File: config.mk
export PLATFORM = sky130hd
export DESIGN_NAME = load_cell_serial_reader_core
export DESIGN_NICKNAME = d
export VERILOG_FILES = /design/src/hdl/lcsr_pkg.sv /design/src/hdl/lcsr_front.sv /design/src/hdl/lcsr_queue.sv /design/src/hdl/lcsr_back.sv /design/src/hdl/load_cell_serial_reader_core.sv
export VERILOG_INCLUDE_DIRS = /design/src /design/src/hdl
export SDC_FILE = /design/constraint.sdc
export NUM_CORES = 1
export LEC_CHECK = 0
export ABC_AREA = 1
export BUFFER_PORTS_ARGS = -buffer_cell sky130_fd_sc_hd__buf_2
export CAP_MARGIN = 40
export CORE_UTILIZATION = 55
export DETAILED_ROUTE_END_ITERATION = 12
export HOLD_SLACK_MARGIN = 0.02
export PLACE_DENSITY = 0.76
export SYNTH_ARGS = -nofsm -noshare
export SYNTH_HDL_FRONTEND = slang
export SYNTH_SLANG_ARGS = --single-unit
File: constraint.sdc
create_clock -name clock -period 3.4 [get_ports clock]
set_input_delay 0.51 -clock clock [delete_from_list [all_inputs] [get_ports clock]]
set_output_delay 0.51 -clock clock [all_outputs]
set_load 0.01 [all_outputs]
File: src/hdl/load_cell_serial_reader_core_defines.svh
// ----------------------------------------------------------------------------
// Assertion macros for the load cell serial reader
// Shared concurrent assertion forms, one property per use.
// ----------------------------------------------------------------------------
`ifndef LOAD_CELL_SERIAL_READER_CORE_DEFINES_SVH
`define LOAD_CELL_SERIAL_READER_CORE_DEFINES_SVH

// Same-cycle implication, disabled while reset is high.
`define LCSR_ASSERT_IMP(label, clk, rst, ante, cons, msg) \
   label: assert property (@(posedge clk) disable iff (rst) (ante) |-> (cons)) \
      else $error(msg);

// Next-cycle implication, disabled while reset is high.
`define LCSR_ASSERT_NXT(label, clk, rst, ante, cons, msg) \
   label: assert property (@(posedge clk) disable iff (rst) (ante) |=> (cons)) \
      else $error(msg);

`endif

File: src/hdl/lcsr_pkg.sv
// ----------------------------------------------------------------------------
// lcsr_pkg
// Types and constants shared by the load cell serial reader modules.
// ----------------------------------------------------------------------------
package lcsr_pkg;

   localparam int SAMPLE_BITS  = 24;
   localparam int RAW_W        = SAMPLE_BITS;
   localparam int DIFF_W       = RAW_W + 1;
   localparam int DIV_W        = 16;
   localparam int WEIGHT_W     = 8;
   localparam int BITS_W       = 5;
   localparam int DIV_STEPS    = DIFF_W;
   localparam int DCNT_W       = 5;

   localparam int QUEUE_DEPTH  = 2;
   localparam int QPTR_W       = $clog2(QUEUE_DEPTH);
   localparam int QCNT_W       = $clog2(QUEUE_DEPTH + 1);

   localparam int REQ_TDATA_W  = 8;
   localparam int RSP_TDATA_W  = 40;
   localparam int CSR_IDX_W    = 1;
   localparam int CSR_DATA_W   = RAW_W;

   localparam logic [CSR_IDX_W-1:0] CSR_ZERO_OFFSET   = 1'b0;
   localparam logic [CSR_IDX_W-1:0] CSR_SCALE_DIVISOR = 1'b1;

   localparam logic [RAW_W-1:0] ZERO_OFFSET_RESET   = 24'd8000000;
   localparam logic [DIV_W-1:0] SCALE_DIVISOR_RESET = 16'd1000;
   localparam logic [WEIGHT_W-1:0] WEIGHT_MAX       = 8'd255;

   typedef enum logic [2:0] {
      PH_IDLE,
      PH_BIT_HIGH,
      PH_BIT_LOW,
      PH_EXTRA_HIGH,
      PH_EXTRA_LOW
   } lcsr_phase_type;

   typedef enum logic [1:0] {
      BK_IDLE,
      BK_ABS,
      BK_DIVIDE,
      BK_FINISH
   } lcsr_back_state_type;

   // one tick classified by the front end
   typedef struct packed {
      logic             clock_level;
      logic             compute;
      logic [RAW_W-1:0] raw;
   } lcsr_job_type;

   // one result beat
   typedef struct packed {
      logic                clock_pin;
      logic [WEIGHT_W-1:0] weight;
      logic                weight_valid;
      logic [RAW_W-1:0]    raw_reading;
   } lcsr_rsp_type;

endpackage

File: src/hdl/lcsr_front.sv
// ----------------------------------------------------------------------------
// lcsr_front
// Serial clock sequencer: takes ticks, shifts in bits, classifies each tick.
// ----------------------------------------------------------------------------
`include "load_cell_serial_reader_core_defines.svh"

module lcsr_front
   import lcsr_pkg::*;
(
   input  logic         clock,
   input  logic         reset,
   input  logic         in_valid,
   input  logic         in_pin,
   output logic         in_ready,
   input  logic         q_full,
   output logic         push,
   output lcsr_job_type push_job
);

   lcsr_phase_type    phase_ff, phase_in;
   logic [BITS_W-1:0] bits_ff, bits_in;
   logic [RAW_W-1:0]  shift_ff, shift_in;
   logic              accept;

   assign in_ready = !q_full;
   assign accept   = in_valid && !q_full;
   assign push     = accept;

   always_ff @(posedge clock) begin
      if (reset) begin
         phase_ff <= PH_IDLE;
         bits_ff  <= '0;
         shift_ff <= '0;
      end else begin
         phase_ff <= phase_in;
         bits_ff  <= bits_in;
         shift_ff <= shift_in;
      end
   end

   always_comb begin
      phase_in             = phase_ff;
      bits_in              = bits_ff;
      shift_in             = shift_ff;
      push_job.clock_level = 1'b0;
      push_job.compute     = 1'b0;
      push_job.raw         = shift_ff;
      unique case (phase_ff)
         PH_IDLE: begin
            if (accept && !in_pin) begin
               bits_in  = '0;
               shift_in = '0;
               phase_in = PH_BIT_HIGH;
            end
         end
         PH_BIT_HIGH: begin
            push_job.clock_level = 1'b1;
            if (accept) begin
               shift_in = {shift_ff[RAW_W-2:0], in_pin};
               bits_in  = bits_ff + BITS_W'(1);
               phase_in = PH_BIT_LOW;
            end
         end
         PH_BIT_LOW: begin
            if (accept) begin
               phase_in = (bits_ff >= BITS_W'(SAMPLE_BITS)) ? PH_EXTRA_HIGH : PH_BIT_HIGH;
            end
         end
         PH_EXTRA_HIGH: begin
            push_job.clock_level = 1'b1;
            if (accept) begin
               phase_in = PH_EXTRA_LOW;
            end
         end
         PH_EXTRA_LOW: begin
            push_job.compute = 1'b1;
            if (accept) begin
               phase_in = PH_IDLE;
            end
         end
         default: begin
            phase_in = PH_IDLE;
         end
      endcase
   end

   `LCSR_ASSERT_IMP(a_bits_bound, clock, reset, 1'b1, bits_ff <= BITS_W'(SAMPLE_BITS), "bit count past sample width")
   `LCSR_ASSERT_NXT(a_extra_after_bits, clock, reset, accept && phase_ff == PH_BIT_LOW && bits_ff == BITS_W'(SAMPLE_BITS), phase_ff == PH_EXTRA_HIGH, "extra pulse skipped")

endmodule

File: src/hdl/lcsr_queue.sv
// ----------------------------------------------------------------------------
// lcsr_queue
// Short register queue of classified ticks between front and back.
// ----------------------------------------------------------------------------
`include "load_cell_serial_reader_core_defines.svh"

module lcsr_queue
   import lcsr_pkg::*;
(
   input  logic         clock,
   input  logic         reset,
   input  logic         push,
   input  lcsr_job_type push_job,
   output logic         full,
   input  logic         pop,
   output lcsr_job_type head,
   output logic         empty
);

   lcsr_job_type      entries_ff [QUEUE_DEPTH];
   logic [QPTR_W-1:0] wr_ptr_ff, wr_ptr_in;
   logic [QPTR_W-1:0] rd_ptr_ff, rd_ptr_in;
   logic [QCNT_W-1:0] count_ff, count_in;
   logic              do_pop;

   assign full   = (count_ff == QCNT_W'(QUEUE_DEPTH));
   assign empty  = (count_ff == '0);
   assign do_pop = pop && !empty;
   assign head   = entries_ff[rd_ptr_ff];

   always_comb begin
      wr_ptr_in = wr_ptr_ff;
      rd_ptr_in = rd_ptr_ff;
      count_in  = count_ff;
      if (push) begin
         wr_ptr_in = (wr_ptr_ff == QPTR_W'(QUEUE_DEPTH - 1)) ? '0 : wr_ptr_ff + QPTR_W'(1);
      end
      if (do_pop) begin
         rd_ptr_in = (rd_ptr_ff == QPTR_W'(QUEUE_DEPTH - 1)) ? '0 : rd_ptr_ff + QPTR_W'(1);
      end
      priority if (push && !do_pop) begin
         count_in = count_ff + QCNT_W'(1);
      end else if (do_pop && !push) begin
         count_in = count_ff - QCNT_W'(1);
      end else begin
         count_in = count_ff;
      end
   end

   always_ff @(posedge clock) begin
      if (reset) begin
         wr_ptr_ff <= '0;
         rd_ptr_ff <= '0;
         count_ff  <= '0;
      end else begin
         wr_ptr_ff <= wr_ptr_in;
         rd_ptr_ff <= rd_ptr_in;
         count_ff  <= count_in;
      end
   end

   always_ff @(posedge clock) begin
      if (push) begin
         entries_ff[wr_ptr_ff] <= push_job;
      end
   end

   `LCSR_ASSERT_IMP(a_no_overflow, clock, reset, push, !full, "push into full queue")

endmodule

File: src/hdl/lcsr_back.sv
// ----------------------------------------------------------------------------
// lcsr_back
// Executes ticks: passes plain ticks on, runs tare, divide and clamp.
// ----------------------------------------------------------------------------
`include "load_cell_serial_reader_core_defines.svh"

module lcsr_back
   import lcsr_pkg::*;
(
   input  logic             clock,
   input  logic             reset,
   input  logic [RAW_W-1:0] zero_offset,
   input  logic [DIV_W-1:0] scale_divisor,
   input  logic             q_empty,
   input  lcsr_job_type     q_head,
   output logic             q_pop,
   output logic             rsp_valid,
   output lcsr_rsp_type     rsp,
   input  logic             rsp_ready
);

   lcsr_back_state_type state_ff, state_in;
   logic [DIFF_W-1:0]   num_ff, num_in;
   logic [DIV_W-1:0]    rem_ff, rem_in;
   logic [DIV_W-1:0]    div_ff, div_in;
   logic [DCNT_W-1:0]   dcnt_ff, dcnt_in;
   logic                neg_ff, neg_in;
   logic                rsp_valid_ff, rsp_valid_in;
   lcsr_rsp_type        rsp_ff, rsp_in;
   logic [WEIGHT_W-1:0] last_weight_ff, last_weight_in;
   logic [RAW_W-1:0]    last_raw_ff, last_raw_in;

   logic                out_free;
   logic [DIV_W:0]      rem_sh;
   logic                ge;
   logic [DIV_W:0]      rem_sub;
   logic [WEIGHT_W-1:0] clamped;

   assign out_free  = !rsp_valid_ff || rsp_ready;
   assign rsp_valid = rsp_valid_ff;
   assign rsp       = rsp_ff;

   // one restoring divide step
   assign rem_sh  = {rem_ff, num_ff[DIFF_W-1]};
   assign ge      = (rem_sh >= {1'b0, div_ff});
   assign rem_sub = rem_sh - {1'b0, div_ff};

   always_comb begin
      priority if (neg_ff) begin
         clamped = '0;
      end else if (|num_ff[DIFF_W-1:WEIGHT_W]) begin
         clamped = WEIGHT_MAX;
      end else begin
         clamped = num_ff[WEIGHT_W-1:0];
      end
   end

   always_comb begin
      state_in       = state_ff;
      num_in         = num_ff;
      rem_in         = rem_ff;
      div_in         = div_ff;
      dcnt_in        = dcnt_ff;
      neg_in         = neg_ff;
      rsp_in         = rsp_ff;
      last_weight_in = last_weight_ff;
      last_raw_in    = last_raw_ff;
      rsp_valid_in   = rsp_valid_ff && !rsp_ready;
      q_pop          = 1'b0;
      unique case (state_ff)
         BK_IDLE: begin
            if (!q_empty) begin
               priority if (q_head.compute) begin
                  q_pop       = 1'b1;
                  last_raw_in = q_head.raw;
                  num_in      = {q_head.raw[RAW_W-1], q_head.raw} -
                                {zero_offset[RAW_W-1], zero_offset};
                  div_in      = (scale_divisor == '0) ? DIV_W'(1) : scale_divisor;
                  state_in    = BK_ABS;
               end else if (out_free) begin
                  q_pop               = 1'b1;
                  rsp_valid_in        = 1'b1;
                  rsp_in.clock_pin    = q_head.clock_level;
                  rsp_in.weight       = last_weight_ff;
                  rsp_in.weight_valid = 1'b0;
                  rsp_in.raw_reading  = last_raw_ff;
               end else begin
                  q_pop = 1'b0;
               end
            end
         end
         BK_ABS: begin
            neg_in   = num_ff[DIFF_W-1];
            num_in   = num_ff[DIFF_W-1] ? (~num_ff + DIFF_W'(1)) : num_ff;
            rem_in   = '0;
            dcnt_in  = DCNT_W'(DIV_STEPS);
            state_in = BK_DIVIDE;
         end
         BK_DIVIDE: begin
            num_in  = {num_ff[DIFF_W-2:0], ge};
            rem_in  = ge ? rem_sub[DIV_W-1:0] : rem_sh[DIV_W-1:0];
            dcnt_in = dcnt_ff - DCNT_W'(1);
            if (dcnt_ff == DCNT_W'(1)) begin
               state_in = BK_FINISH;
            end
         end
         BK_FINISH: begin
            if (out_free) begin
               last_weight_in      = clamped;
               rsp_valid_in        = 1'b1;
               rsp_in.clock_pin    = 1'b0;
               rsp_in.weight       = clamped;
               rsp_in.weight_valid = 1'b1;
               rsp_in.raw_reading  = last_raw_ff;
               state_in            = BK_IDLE;
            end
         end
         default: begin
            state_in = BK_IDLE;
         end
      endcase
   end

   always_ff @(posedge clock) begin
      if (reset) begin
         state_ff       <= BK_IDLE;
         rsp_valid_ff   <= 1'b0;
         last_weight_ff <= '0;
         last_raw_ff    <= '0;
      end else begin
         state_ff       <= state_in;
         rsp_valid_ff   <= rsp_valid_in;
         last_weight_ff <= last_weight_in;
         last_raw_ff    <= last_raw_in;
      end
   end

   always_ff @(posedge clock) begin
      num_ff  <= num_in;
      rem_ff  <= rem_in;
      div_ff  <= div_in;
      dcnt_ff <= dcnt_in;
      neg_ff  <= neg_in;
      rsp_ff  <= rsp_in;
   end

   `LCSR_ASSERT_IMP(a_valid_clock_low, clock, reset,
      rsp_valid_ff && rsp_ff.weight_valid, !rsp_ff.clock_pin,
      "new weight on a high clock beat")
   `LCSR_ASSERT_NXT(a_divide_runs, clock, reset,
      state_ff == BK_DIVIDE && dcnt_ff != DCNT_W'(1),
      state_ff == BK_DIVIDE && dcnt_ff == $past(dcnt_ff) - DCNT_W'(1),
      "divide step lost")
   `LCSR_ASSERT_IMP(a_no_pop_busy, clock, reset, q_pop, state_ff == BK_IDLE,
      "queue popped while busy")

endmodule

File: src/hdl/load_cell_serial_reader_core.sv
// ----------------------------------------------------------------------------
// load_cell_serial_reader_core
// Two-wire readout of a 24-bit bridge converter with tare, scale and clamp.
// ----------------------------------------------------------------------------
// Usage:
//   req_* carries one beat per half-bit tick; tdata[0] is the data-out pin
//   level of the converter. rsp_* returns exactly one beat per request beat,
//   in order: the serial clock level to drive, the held weight byte, the
//   held raw reading, and tuser[0] set on the beat that ends a conversion.
//   csr_* writes the tare offset (index 0) and scale divisor (index 1);
//   write only while no beat is in flight. A divisor of zero acts as one.
// Path and throughput:
//   An ordinary tick is registered in the queue, then in the rsp register;
//   the block sustains about one tick per cycle while no weight is being
//   computed and rsp does not stall. The tick that closes a conversion runs
//   the 25-step restoring divider; a 2-entry queue lets ticks behind it be accepted.
// Reset:
//   Synchronous, active high. The sequencer returns to waiting for the pin
//   to go low, queue and output empty, weight and raw reading zero, offset
//   8000000 and divisor 1000.
// Stall:
//   A stalled rsp beat holds; the back end stops, the queue fills and
//   req_tready drops until space frees up. No beat is lost.
// ----------------------------------------------------------------------------
module load_cell_serial_reader_core
   import lcsr_pkg::*;
(
   input  logic                   clock,
   input  logic                   reset,
   // req_tdata: [0] data_pin, [7:1] zero
   input  logic                   req_tvalid,
   output logic                   req_tready,
   input  logic [REQ_TDATA_W-1:0] req_tdata,
   // rsp_tdata: [0] clock_pin, [8:1] weight, [32:9] raw_reading, [39:33] zero
   output logic                   rsp_tvalid,
   input  logic                   rsp_tready,
   output logic [RSP_TDATA_W-1:0] rsp_tdata,
   // rsp_tuser: [0] weight_valid
   output logic [0:0]             rsp_tuser,
   input  logic                   csr_we,
   input  logic [CSR_IDX_W-1:0]   csr_index,
   input  logic [CSR_DATA_W-1:0]  csr_wdata
);

   logic [RAW_W-1:0] zero_offset_ff, zero_offset_in;
   logic [DIV_W-1:0] scale_divisor_ff, scale_divisor_in;

   logic             q_full;
   logic             q_empty;
   logic             push;
   logic             pop;
   lcsr_job_type     push_job;
   lcsr_job_type     head;
   lcsr_rsp_type     rsp;

   // register writes: take the low bits that each register holds
   always_comb begin
      zero_offset_in   = zero_offset_ff;
      scale_divisor_in = scale_divisor_ff;
      if (csr_we) begin
         unique case (csr_index)
            CSR_ZERO_OFFSET:   zero_offset_in   = csr_wdata[RAW_W-1:0];
            CSR_SCALE_DIVISOR: scale_divisor_in = csr_wdata[DIV_W-1:0];
            default: begin
               zero_offset_in   = zero_offset_ff;
               scale_divisor_in = scale_divisor_ff;
            end
         endcase
      end
   end

   always_ff @(posedge clock) begin
      if (reset) begin
         zero_offset_ff   <= ZERO_OFFSET_RESET;
         scale_divisor_ff <= SCALE_DIVISOR_RESET;
      end else begin
         zero_offset_ff   <= zero_offset_in;
         scale_divisor_ff <= scale_divisor_in;
      end
   end

   // sequence the serial clock and classify each tick
   lcsr_front u_front (
      .clock    (clock),
      .reset    (reset),
      .in_valid (req_tvalid),
      .in_pin   (req_tdata[0]),
      .in_ready (req_tready),
      .q_full   (q_full),
      .push     (push),
      .push_job (push_job)
   );

   // decouple the sequencer from the divide
   lcsr_queue u_queue (
      .clock    (clock),
      .reset    (reset),
      .push     (push),
      .push_job (push_job),
      .full     (q_full),
      .pop      (pop),
      .head     (head),
      .empty    (q_empty)
   );

   // pass ticks on, compute the weight at conversion end
   lcsr_back u_back (
      .clock         (clock),
      .reset         (reset),
      .zero_offset   (zero_offset_ff),
      .scale_divisor (scale_divisor_ff),
      .q_empty       (q_empty),
      .q_head        (head),
      .q_pop         (pop),
      .rsp_valid     (rsp_tvalid),
      .rsp           (rsp),
      .rsp_ready     (rsp_tready)
   );

   assign rsp_tdata = {7'b0, rsp.raw_reading, rsp.weight, rsp.clock_pin};
   assign rsp_tuser = rsp.weight_valid;

endmodule

==> qor.txt, run 1 <==
Status: finished, final reports clean
Post-Syn Instances: 1798
Synthesized area per cell: 7.744 um2
Final #Nets: 1935
Critical path endpoint category: flip-flop
Site Rows: 57
CTS Hold Bufs: 0
Critical Path Source Type: flip-flop
Initial Utilization: 56.59%
Setup violators final: 0
Post-synth EDFFs: 149
# port buffers: 66
Pins over their slew limit: 0
Area delta synth->final: 10.45%
Hold_ws: 185.8 ps
Drt drc: 0
Kind of critical path: flip-flop to flip-flop
Worst r2r path cells: 15
Via density: 5.253
Syn Std Cell Area: 13920 um2
Core Box Area: 24600 um2
Worst skew pair latency: 550 ps
Fraction of layout cells with a size suffix above 1: 9.861%
Post-DP HPWL: 24.31 mm
Post-CTS Setup Bufs: 0
Total GRT Usage: 25.69%
Least-Margin Pin Slew: 913.7 ps
Maximum clock rate: 0.3514 GHz
Power Internal: 8297 uW
Max-cap violations: 0
Min cycle time layout: 2846 ps
Hold Path Class: input pin to flip-flop
Placer Congestion: 0.9459
Largest net degree at the start of global routing: 59
Drt wl/cell: 15.07 um
Gate power share: 45.5%
Post-synthesis cell type count: 51
CTS H-Tree Depth: 1
Via count: 11510
RSZ-0062 raised after global routing: no
Non-Filler Instances: 2190
TritonCTS Buffers: 27
Flop and latch count out of synthesis: 261
Setup_tns: 0 ps
Post-synth ARST share: 0%
Sequential share of power: 34.1%
# IOs: 81
Yosys warnings: 0
Initial antenna violation count: 0
Final worst-path cycle share: 83.71%
Total grt overflow: 0
DR iter-0 viols: 853
Pre-antenna DRT Iters: 5
Arr. time, crit path: 3130 ps
Root Driver: clkbuf_16
Final Routed Wirelength: 33.01 mm
Critical Path RT: 3690 ps
Fraction of power spent switching nets: 42.83%
Die Wd: 161.1 um
Setup crit end: u_back.num_ff[11]
CTS clk-pin slew, worst paths: 60 ps
Placed Cells: 2140
Post-route antenna net violation count: 0
Worst VDD drop: 0.8387 mV
Fin. Hold Viols: 0
Seq/Total Area, Yosys: 48.23%
Relative max-transition margin: 39.02%
Post-CTS Resized: 0
Die Y: 161.1 um
Pwr Total: 14510 uW
Global-route wire length before repair: 53.07 mm
Switching Power: 6215 uW
Leak pwr: 0.007034 uW
Reg2reg end: u_back.num_ff[11]
Vias in the first global route: 10630
ANT cells: 0
Ys flop type: edfxtp_1
Die area: 25960 um2
Clock buffer depth: 3
CTS sink cnt: 261
P per Cell Area: 943.6 nW/um2
CP max FO: 11
R2R setup slack: 550 ps
Clock share of power: 20.4%
Layout Skew: 15.53 ps
TritonCTS clock tree: built
## registers in the layout, indices dropped and copies added, names as in the netlist, 3 cells and up, named ones only
signal,count
u_queue.entries_ff,52
u_back.rsp,34
u_back.num_ff,25
u_back.last_raw_ff,24
u_front.shift_ff,24
zero_offset_ff,24
scale_divisor_ff,16
u_back.div_ff,16
u_back.rem_ff,16
u_back.last_weight_ff,8
u_back.dcnt_ff,5
u_front.bits_ff,5
u_front.phase_ff,3
## kinds of logic (layout without fill, tap and decap cells)
group / after synthesis / in the layout / share of synthesized area (%)
fa+ha+maj: 52 / 52 / 4.780
other cells: 1 / 7 / 0.02693
compound gates: 234 / 234 / 8.995
mux: 1 / 1 / 0.07189
buf+inv: 318 / 380 / 9.345
flops: 261 / 261 / 48.23
simple gates: 917 / 917 / 27.67
xor+xnor: 14 / 14 / 0.8805
## metrics by stage
step	setup WS (ps)	utilization, %	instance area [um2]
2_1_floorplan	327.2	-	13950
3_3_place_gp	608.7	58.89	14490
3_5_place_dp	581.1	58.89	14490
4_1_cts	557.0	62.51	15380
5_1_grt	323.7	62.51	15380
6_report	554.0	62.51	15380
## cell type report
type / count / area, um2
clock inverters: 16 / 178.9
fillers: 2154 / 9225
inverters: 247 / 929.6
clock buffers: 34 / 711.9
well taps: 324 / 405.4
repair buffers: 83 / 470.5
flip-flops and latches: 261 / 6716
multi-input cells: 1225 / 5967
## cell usage in the layout, fill, tap and decap left out, types with 13 or more instances in the layout
cell type and count:
nand2_1 612, o21ai_0 79, nand4_1 22, edfxtp_1 149, nor2_2 17, dfxtp_1 112, buf_2 66, buf_4 16
nor2_1 137, clkbuf_16 27, inv_1 233, a21oi_1 120, nand3b_1 14, nand3_1 73, ha_1 50, inv_2 13
## power by group through the flow
stage               sequential (uW)  combinational [uW]  clock (uW)
global route                   5030                7420        3120
finish                         4960                6600        2960
detailed placement             5010                6530           0
CTS                            4950                6580        3010
floorplan                      5010                4730           0
global placement               4980                6440           0
## how the worst min path moves through the flow
stage	startpoint	endpoint	slack, ps	cells past startpoint
6_report	csr_wdata[22]	zero_offset_ff[22]	190	3
5_1_grt	csr_wdata[22]	zero_offset_ff[22]	180	3
4_1_cts	csr_wdata[22]	zero_offset_ff[22]	170	3
3_5_place_dp	u_back.last_raw_ff[12]	u_back.rsp[12]	420	0
3_3_place_gp	u_back.last_raw_ff[8]	u_back.rsp[8]	420	0
2_1_floorplan	u_back.last_raw_ff[1]	u_back.rsp[1]	400	0
## synth_stat cells (3+ instances only)
library cell / instances / area share, %
a211oi_1: 5 / 0.27
a21oi_1: 120 / 4.3
a32oi_1: 3 / 0.19
and2_1: 4 / 0.18
buf_2: 8 / 0.29
buf_4: 9 / 0.49
buf_6: 8 / 0.65
clkbuf_1: 45 / 1.2
dfxtp_1: 112 / 16
edfxtp_1: 149 / 32
ha_1: 50 / 4.5
inv_1: 233 / 6.3
inv_2: 13 / 0.35
nand2_1: 612 / 16
nand2_2: 9 / 0.40
nand3_1: 73 / 2.6
nand3_2: 3 / 0.22
nand3b_1: 14 / 0.75
nand4_1: 22 / 0.99
nor2_1: 140 / 3.8
nor2_2: 15 / 0.67
nor2_4: 3 / 0.24
nor3_1: 9 / 0.32
nor4_1: 5 / 0.22
o211ai_1: 7 / 0.38
o21ai_0: 79 / 2.8
o21ai_1: 6 / 0.22
xnor2_1: 4 / 0.25
xor2_1: 10 / 0.63
## worst max-delay path, cell delays in order (launching register included)
cell and delay [ps]:
dfxtp_1 560, inv_4 100, or2_2 280, o21ai_0 330, inv_1 110, ha_1 330
nand2_1 70, nand2_1 60, nand3_1 110, nand2_1 120, nand2_1 70, nand2_1 50
nand2_1 60, inv_1 30, o21ai_0 210, nand2_1 80
## layer usage
| layer | global-route usage (%) | vias to the layer above | share of wire [%] |
|---|---|---|---|
| met5 | 0 | - | 0 |
| met2 | 43.81 | 337 | 47 |
| li1 | - | 5850 | - |
| met4 | 8.148 | 0 | 2.8 |
| met1 | 34.00 | 5260 | 43 |
| met3 | 3.261 | 58 | 6.6 |
(Power assumes the default switching activity.)
==> run 2, diff against run 1 <==
==> constraint.sdc (replaced) <==
create_clock -name clock -period 2.6 [get_ports clock]
set_input_delay 0.39 -clock clock [delete_from_list [all_inputs] [get_ports clock]]
set_output_delay 0.39 -clock clock [all_outputs]
set_load 0.01 [all_outputs]
==> qor.txt, run 2 (synthesis results as in run 1) <==
Gate power share: 47.0%
Setup_tns: 0 ps
P per Cell Area: 1235 nW/um2
Site Rows: 57
Relative max-transition margin: 40.16%
Via count: 11690
Max incr delay on CP: 400 ps
Maximum clock rate: 0.4068 GHz
CP max-delay cell: dfxtp_4
Arr. time, crit path: 2770 ps
Die Wd: 161.1 um
Setup violators final: 0
Sequential share of power: 33.7%
Commonest non-fill, non-tap cells in the layout: nand2_1 (612), inv_1 (233), edfxtp_1 (149)
# IOs: 81
Post-DP HPWL: 24.66 mm
Final #Nets: 1951
CP Buf/Inv Count: 3
Vias in the first global route: 10980
Initial Utilization: 56.59%
Drt drc: 0
CTS Hold Bufs: 0
Core Box Area: 24600 um2
ANT cells: 0
Hold Path Class: input pin to flip-flop
Leak pwr: 0.007086 uW
Final worst-path cycle share: 94.54%
Layout Skew: 16.22 ps
Root Driver: clkbuf_16
Drt wl/cell: 15.32 um
Final Routed Wirelength: 33.79 mm
Die Y: 161.1 um
Worst VDD drop: 0.7368 mV
Max reg flops: 52
Largest net degree at the start of global routing: 59
Clock buffer depth: 3
Final Worst Setup Slack: 141.9 ps
Min cycle time layout: 2458 ps
Reg with most FFs: u_queue.entries_ff
Post-placement worst setup slack: 74.00 ps
CP max FO: 19
Placer Congestion: 0.9478
Critical Path Source Type: flip-flop
Critical Path RT: 2910 ps
TritonCTS Buffers: 27
TritonCTS clock tree: built
Fraction of power spent switching nets: 43.23%
Worst skew pair latency: 560 ps
Initial antenna violation count: 0
CTS H-Tree Depth: 1
Kind of critical path: flip-flop to flip-flop
Crit-path cells: inv_4 > buf_12 > nand2_1 > nand2_1 > ha_1 > nand2_1 > buf_4 > nor2_1 > nand2_1 > nor2_1 > nand2_1 > nand3_1 > nand2_1 > nand3_1 > nand2_1
Pre-antenna DRT Iters: 6
Pwr Total: 19190 uW
Total grt overflow: 0
Fraction of layout cells with a size suffix above 1: 11.53%
Total GRT Usage: 26.28%
Critical path endpoint category: flip-flop
Fin. Hold Viols: 0
Die area: 25960 um2
Via density: 5.297
Most common cell after layout, fill and taps aside: nand2_1
Global-route wire length before repair: 54.45 mm
CTS clk-pin slew, worst paths: 60 ps
Clock share of power: 19.3%
Post-route antenna net violation count: 0
# port buffers: 66
Most used cell, CP: nand2_1
Least-Margin Pin Slew: 896.7 ps
DR iter-0 viols: 791
RSZ-0062 raised after global routing: no
Post-CTS Resized: 0
Status: finished, final reports clean
Post-CTS Setup Bufs: 0
Power Internal: 10890 uW
Pins over their slew limit: 0
Worst path top cell family by delay: simple AND/OR/NAND/NOR gates
CTS sink cnt: 261
Hold_ws: 62.77 ps
Max-cap violations: 0
Switching Power: 8296 uW
Area delta synth->final: 11.62%
[run 2: stage by stage]
step	std cells	util (%)	area, um2
2_1_floorplan	1804	-	13960
4_1_cts	2206	62.92	15480
3_5_place_dp	2156	59.48	14630
5_1_grt	2206	63.17	15540
6_report	2206	63.17	15540
3_3_place_gp	2156	59.48	14630
[run 2: worst min-delay path: cells and delay by family]
family,cells,cell delay (ps)
buf+inv,1,80
compound gates,1,60
simple gates,1,40
[run 2: path summary, 6_finish.rpt]
kind,start,endpoint,slack (ps),depth (start not counted)
worst min register to register,u_back.last_raw_ff[14],u_back.rsp[14],430,0
worst max-delay path,flip-flop,u_back.num_ff[22],140,15
worst max register to register,flip-flop,u_back.num_ff[22],140,15
worst min-delay path,csr_wdata[22],zero_offset_ff[22],60,3
[run 2: routing by layer]
layer / track usage, % / routed length [um]
met1: 33.52 / 14450
met2: 45.79 / 16450
met4: 9.348 / 1037
met5: 0 / 0
met3: 3.364 / 1858
[run 2: power by group through the flow]
| stage | clock network (uW) | registers [uW] | logic [uW] |
|---|---|---|---|
| after CTS | 3760 | 6450 | 8910 |
| final | 3700 | 6470 | 9020 |
| after global placement | 0 | 6480 | 8690 |
| after floorplan | 0 | 6540 | 6230 |
| after global routing | 3910 | 6570 | 10100 |
| after detailed placement | 0 | 6530 | 8850 |
[run 2: layout make-up]
| type | instances | area [um2] |
|---|---|---|
| fillers | 2147 | 9062 |
| repair buffers | 99 | 619.3 |
| flip-flops and latches | 261 | 6720 |
| clock buffers | 30 | 696.9 |
| multi-input cells | 1225 | 6021 |
| inverters | 247 | 929.6 |
| clock inverters | 20 | 150.1 |
| well taps | 324 | 405.4 |
